<file path="config.mk">
export PLATFORM = sky130hd
export DESIGN_NAME = cia_prep
export DESIGN_NICKNAME = d
export VERILOG_FILES = /design/src/design/cia_pkg.sv /design/src/design/cia_prep.sv
export SDC_FILE = /design/constraint.sdc
export NUM_CORES = 1
export LEC_CHECK = 0
export BUFFER_PORTS_ARGS = -buffer_cell sky130_fd_sc_hd__buf_2
export CORE_AREA = 2 2 167 202
export CTS_CLUSTER_DIAMETER = 100
export DETAILED_ROUTE_END_ITERATION = 8
export DIE_AREA = 0 0 169 204
export PLACE_DENSITY = 0.8
export SETUP_SLACK_MARGIN = 0.3
export SYNTH_ARGS = -nofsm -noshare
export SYNTH_HDL_FRONTEND = slang
export SYNTH_SLANG_ARGS = --single-unit
</file>
<file path="constraint.sdc">
create_clock -name clock -period 7.7 [get_ports clock]
set_input_delay 1.54 -clock clock [delete_from_list [all_inputs] [get_ports clock]]
set_output_delay 1.54 -clock clock [all_outputs]
set_load 0.05 [all_outputs]
</file>
<file path="src/design/cia_pkg.sv">
// Types and constants of the checked 64-bit integer ALU.
package cia_pkg;
   localparam int DATA_W    = 64;
   localparam int ACC_W     = 2 * DATA_W;
   localparam int NUM_CELLS = DATA_W;

   localparam logic [1:0] FUNC_ADD = 2'd0;
   localparam logic [1:0] FUNC_SUB = 2'd1;
   localparam logic [1:0] FUNC_MUL = 2'd2;
   localparam logic [1:0] FUNC_DIV = 2'd3;

   typedef struct packed {
      logic [1:0]               func;
      logic                     left_is_int;
      logic signed [DATA_W-1:0] left_value;
      logic                     right_is_int;
      logic signed [DATA_W-1:0] right_value;
   } req_type;

   typedef struct packed {
      logic signed [DATA_W-1:0] result_value;
      logic                     fallback;
   } rsp_type;

   // One item in flight through the cell row.
   typedef struct packed {
      logic              valid;
      logic [1:0]        func;
      logic              fail;
      logic              neg;
      logic [DATA_W-1:0] a;
      logic [DATA_W-1:0] b;
      logic [ACC_W-1:0]  acc;
   } stage_type;
endpackage

</file>
<file path="src/design/cia_prep.sv">
// Entry stage: operand checks, add/subtract, magnitude setup for the cell row.
module cia_prep import cia_pkg::*; (
   input  logic      clock,
   input  logic      reset,
   input  logic      advance,
   input  logic      req_fire,
   input  req_type   req_item,
   output stage_type stage_out
);
   logic [DATA_W-1:0] x, y, amag, bmag, sum, diff;
   logic              add_ovf, sub_ovf, fail;
   logic [ACC_W-1:0]  acc_init;
   logic              valid_ff, valid_in;
   stage_type         data_ff, data_in;

   always_comb begin
      x    = req_item.left_value;
      y    = req_item.right_value;
      amag = x[DATA_W-1] ? (~x + 1'b1) : x;
      bmag = y[DATA_W-1] ? (~y + 1'b1) : y;
      sum  = x + y;
      diff = x - y;
      add_ovf = (x[DATA_W-1] == y[DATA_W-1]) && (sum[DATA_W-1] != x[DATA_W-1]);
      sub_ovf = (x[DATA_W-1] != y[DATA_W-1]) && (diff[DATA_W-1] != x[DATA_W-1]);
      fail = !req_item.left_is_int || !req_item.right_is_int;
      acc_init = '0;
      unique case (req_item.func)
         FUNC_ADD: begin
            fail = fail || add_ovf;
            acc_init = {{DATA_W{1'b0}}, sum};
         end
         FUNC_SUB: begin
            fail = fail || sub_ovf;
            acc_init = {{DATA_W{1'b0}}, diff};
         end
         FUNC_MUL: acc_init = '0;
         FUNC_DIV: begin
            fail = fail || (y == '0);
            acc_init = {{DATA_W{1'b0}}, amag};
         end
         default: acc_init = '0;
      endcase
      data_in       = '0;
      data_in.func  = req_item.func;
      data_in.fail  = fail;
      data_in.neg   = x[DATA_W-1] ^ y[DATA_W-1];
      data_in.a     = amag;
      data_in.b     = bmag;
      data_in.acc   = acc_init;
      valid_in      = advance ? req_fire : valid_ff;
   end

   // Hold the item while the row is stalled.
   always_ff @(posedge clock) begin
      if (reset) begin
         valid_ff <= 1'b0;
      end else begin
         valid_ff <= valid_in;
      end
   end

   always_ff @(posedge clock) begin
      if (advance) begin
         data_ff <= data_in;
      end
   end

   always_comb begin
      stage_out       = data_ff;
      stage_out.valid = valid_ff;
   end
endmodule

</file>
After elaboration in Yosys (flattened, before gate mapping):

Cells that the tools add are included.

* bits in registers: 261
* bits of input ports: 136
* output and inout bits: 261
* logic and storage cells: 36

* add/sub/neg operators: 4
* equal/unequal tests: 7
* mux-type cells: 4
* bitwise operators: 3
* reduce and logical (&&, ||, !) cells: 10

Operators with widths (count)
* 128-bit case mux with 4 select lines: 1
* 64-bit by 1-bit adder with 64-bit output, second input constant: 2
* 64-bit NOT: 2
* 64-bit adder: 1
* 64-bit logical NOT: 1
* 64-bit two-way mux: 1
* 64-bit subtractor: 1
* 63-bit two-way mux: 1
* 2-bit equality test, second input constant: 2
* 1-bit logical OR: 4
* 1-bit inequality test: 3
* 1-bit case mux with 3 select lines: 1
* 2-bit by 1-bit equality test with 1-bit output, second input constant: 1
* 1-bit logical AND: 2
* 1-bit logical NOT: 2
* 2-bit logical NOT: 1
* 1-bit equality test: 1
* 1-bit XOR: 1

Longest topological paths before layout:

* word-level depth: 5
* depth in mapped cells: 14
* depth with buffers taken out: 14

Least setup slack after synthesis:

No wires, ideal clock.

* path kind: input -> register
* start: input port req_item[6] (netlist bit)
* end: register data_ff, in the netlist stage_out[56] (data pin)
* setup time: 0.260 ns
* arrival time: 4.824 ns
* data required time: 7.440 ns
* slack: 2.616 ns
* stages: 14
* path buffers: 1
* path through: inv_1 -> ha_1 -> clkbuf_1 -> or3_1 -> or4_1 -> a21oi_1 -> o311ai_0 -> o311ai_0 -> o211ai_1 -> o211ai_1 -> a41oi_1 -> o21ai_0 -> mux2i_1 -> nand3_1

* word-level cells in the longest chain between the ends: 2
* elaborated cells between the ends (all ways): 3
* classes of those cells: add/sub (2); mux (1)

RTL lines
* from (decl): RTL line cia_prep.sv:7 `input req_type req_item,`
* 64-bit subtractor / 64-bit adder (equally long branches): RTL line cia_prep.sv:22, cia_prep.sv:21
* 128-bit case mux with 4 select lines (*): RTL line cia_prep.sv:27 `unique case (req_item.func)`
* net acc_init[56]: RTL line cia_prep.sv:12 `logic [ACC_W-1:0] acc_init;`
* to (signal assigned): RTL line cia_prep.sv:64 `data_ff <= data_in;`
* to (decl): RTL line cia_prep.sv:14 `stage_type data_ff, data_in;`

The timed path passes the listed nets; every way through them passes the cells marked *. The select of a mux whose other input is x is not followed.
A chain may end at the register's enable or synchronous reset.

Worst setup path after layout:

Same ends and word-level chain as after synthesis.

==> results.ini <==
[global_routing]
track_usage_pct=34.49
antenna_found_initial=0
grt_pass1_vias=16630
grt_overflow=0
grt_pass1_wl_um=92520
grt_max_degree=123

[clock_tree]
clock_latency_ps=460
cts_htree_levels=4
post_cts_buffers=0
cts_buffer_depth=2
cts_resized=0
cts_tree=yes
hold_buffers=0
path_clk_slew_ps=70
cts_root_buf=clkbuf_16
cts_buffers=17
cts_num_sinks=197

[synthesis]
synth_fa_ha_area_share_pct=9.316
ys_seq_area_share_pct=33.51
ys_seq_elements=197
netlist_area_mm2=0.01762
synth_cell_types=79
synth-simple-area-share_pct=16.37
avgSynthCellArea_um2=8.613
postSynthCellCount=2046
synth_compound_area_share_pct=23.53
synthMuxAreaShare_pct=0.3976
synth_warnings=0
synth_enable_flop_cells=196
synth_xor_area_share_pct=8.897
ys.flop_type=edfxtp_1
synth_top_family_by_area=compound AO/OA/AOI/OAI gates
synthArstFlopShare_pct=0

[floorplanning]
start_util_pct=53.89
ios=397
fp.dieH_um=204
dieArea_mm2=0.03448
die_w_um=169
rows=73
coreArea_mm2=0.03270

[timing]
max_freq_mhz=175.6
setup_viol=0
finalCritPeriodShare_pct=73.96
worstMarginPinSlew_ps=1181
rsz0062_at_grt=false
relSlewSlack_pct=20.29
hold_viol=0
finalMaxSlewViolations=0
finalSetupTns_ps=0
clock_skew_ps=0
period_needed_ps=5695

[min_path]
hold_class=flop to flop

[worst_setup_path]
cp.arrival_ps=5910
cp-end-kind=flop
cp_max_fo=9
critPathKind=input pin to flop
crit_required_ps=7920
start_kind=input pin

[route]
first_pass_iters=5
wl_um=61060
vias=17030
post-route-drc-count=0
dr.first_iter.drc_count=1509
drtAntennaViolNets=0
viasPerCell=6.238
wl_per_cell_um=22.37

[final_layout]
area.sequential_mm2=0.005906
drive_above_1_share_pct=17.90
n_fill_cell=2918
nets=2572
area_growth_pct=12.62
multi_input_area_mm2=0.01056
design_area_mm2=0.01985
diodes=0

[placement]
placed_cell_area_mm2=0.01927
portBuffers=332
globalplace.congestion=0.9666
dp_hpwl_um=47230

[power]
p_leak_nw=8.052
peakVddDrop_uv=108.6
power_density_mw_per_mm2=195.3

[status]
status=finished clean

[flow_run]
maxCapViolCount=0

-- final timing paths --
| check | startpoint | end | slack, ps | depth (start not counted) |
|---|---|---|---|---|
| max reg2reg | valid_ff$_SDFFE_PP0P_ | valid_ff$_SDFFE_PP0P_ | 7070 | 2 |
| min | valid_ff$_SDFFE_PP0P_ | valid_ff$_SDFFE_PP0P_ | 550 | 2 |
| max | req_item[6] | stage_out[56]$_DFFE_PP_ | 2010 | 15 |
| min reg2reg | valid_ff$_SDFFE_PP0P_ | valid_ff$_SDFFE_PP0P_ | 550 | 2 |
-- cells by family (layout without fill, tap and decap cells) --
family,count (synthesis),in the layout
buf+inv,308,517
xor+xnor,179,179
mux,7,7
flops,197,197
other cells,1,64
compound gates,647,647
fa+ha+maj,130,130
simple gates,577,577
-- cells in the mapped netlist, drive strengths merged, types with 10 or more instances --
cell,instances,area share [%]
nor4,26,0.92
inv,141,3.0
xnor2,169,8.4
nor2b,24,0.85
xor2,10,0.50
edfxtp,196,33
clkbuf,78,1.7
a21oi,170,4.8
nand3,40,1.2
o21ai,171,4.9
a21o,32,1.4
or3,29,1.1
a211oi,17,0.72
nand2,175,3.7
or2,13,0.48
nor2,124,2.7
o31ai,62,2.7
nand4,27,0.96
o41ai,19,1.1
and3,12,0.43
or4,28,1.3
nor3,48,1.4
buf,87,3.2
o22ai,11,0.39
o211ai,23,0.98
and2,10,0.36
ha,128,9.1
nand2b,13,0.50
a31oi,20,0.71
o21bai,25,1.1
o311ai,10,0.50
-- power breakdown --
| part | internal (mW) | switching [mW] | leakage, nW |
|---|---|---|---|
| logic | 0.411 | 1.16 | 5.86 |
| registers | 1.33 | 0.0366 | 1.92 |
| clock network | 0.482 | 0.449 | 0.272 |
| total | 2.23 | 1.65 | 8.05 |
-- state kept, by name, summed over array words and instances, names as in the netlist --
signal	flops
stage_out	196
valid_ff	1
-- stage by stage --
stage	util, %	hold slack (ps)	instances	worst slack [ps]	power (mW)
3_3_place_gp	58.93	465.9	2699	1711	2.935
5_1_grt	60.69	582.9	2730	1735	4.021
3_5_place_dp	58.93	533.8	2699	1610	2.945
2_1_floorplan	-	461.7	2109	2616	2.528
6_report	60.69	550.9	2730	2005	3.876
4_1_cts	60.69	555.7	2730	2096	3.865
-- layout by cell type (no fill, tap or decap), types with 9 or more instances in the layout --
cell type    n
clkbuf_16   17
nand2_1    175
nor2_1     122
o311ai_0    10
a21o_1      32
buf_2      331
o31ai_1     59
or3_1       26
xor2_1      10
nand3_1     39
a31oi_1     20
or4_1       21
buf_4       11
conb_1      64
nor4_1      26
o211ai_1    23
o21ai_0    163
o21a_1       9
nor2b_1     24
o21bai_1    25
o22ai_1     11
o41ai_1     18
a21oi_1    170
xnor2_1    169
nand2b_1    12
ha_1       128
o2111ai_1    9
nor3_1      46
a211oi_1    17
inv_1      140
a221oi_1     9
or2_2       11
nand4_1     27
edfxtp_1   196
and3_1      12
and2_1       9
-- layout make-up --
class	instances	area share, %
Clock buffer	18	2.163
Clock inverter	13	0.7377
Inverter	143	2.705
Multi-Input combinational cell	1604	53.21
Sequential cell	197	29.76
Tap cell	412	2.598
Timing Repair Buffer	343	8.833
-- routing by layer --
layer | GRT usage [%] | part of all wire [%] | up-vias
li1 | - | - | 7899
met1 | 41.08 | 39 | 8130
met2 | 61.58 | 50 | 853
met3 | 4.783 | 6.2 | 149
met4 | 15.84 | 4.4 | 0
met5 | 0 | 0 | -
-- worst max-delay path: stages --
cell	delay, ps
buf_2	130
inv_1	50
ha_1	420
or3_1	490
or4_1	410
a21oi_1	170
o311ai_0	180
buf_4	190
o311ai_0	750
o211ai_1	340
o211ai_1	360
a41oi_1	260
o21ai_0	310
mux2i_1	220
nand3_1	90
Power figures use the tool's default switching activity.
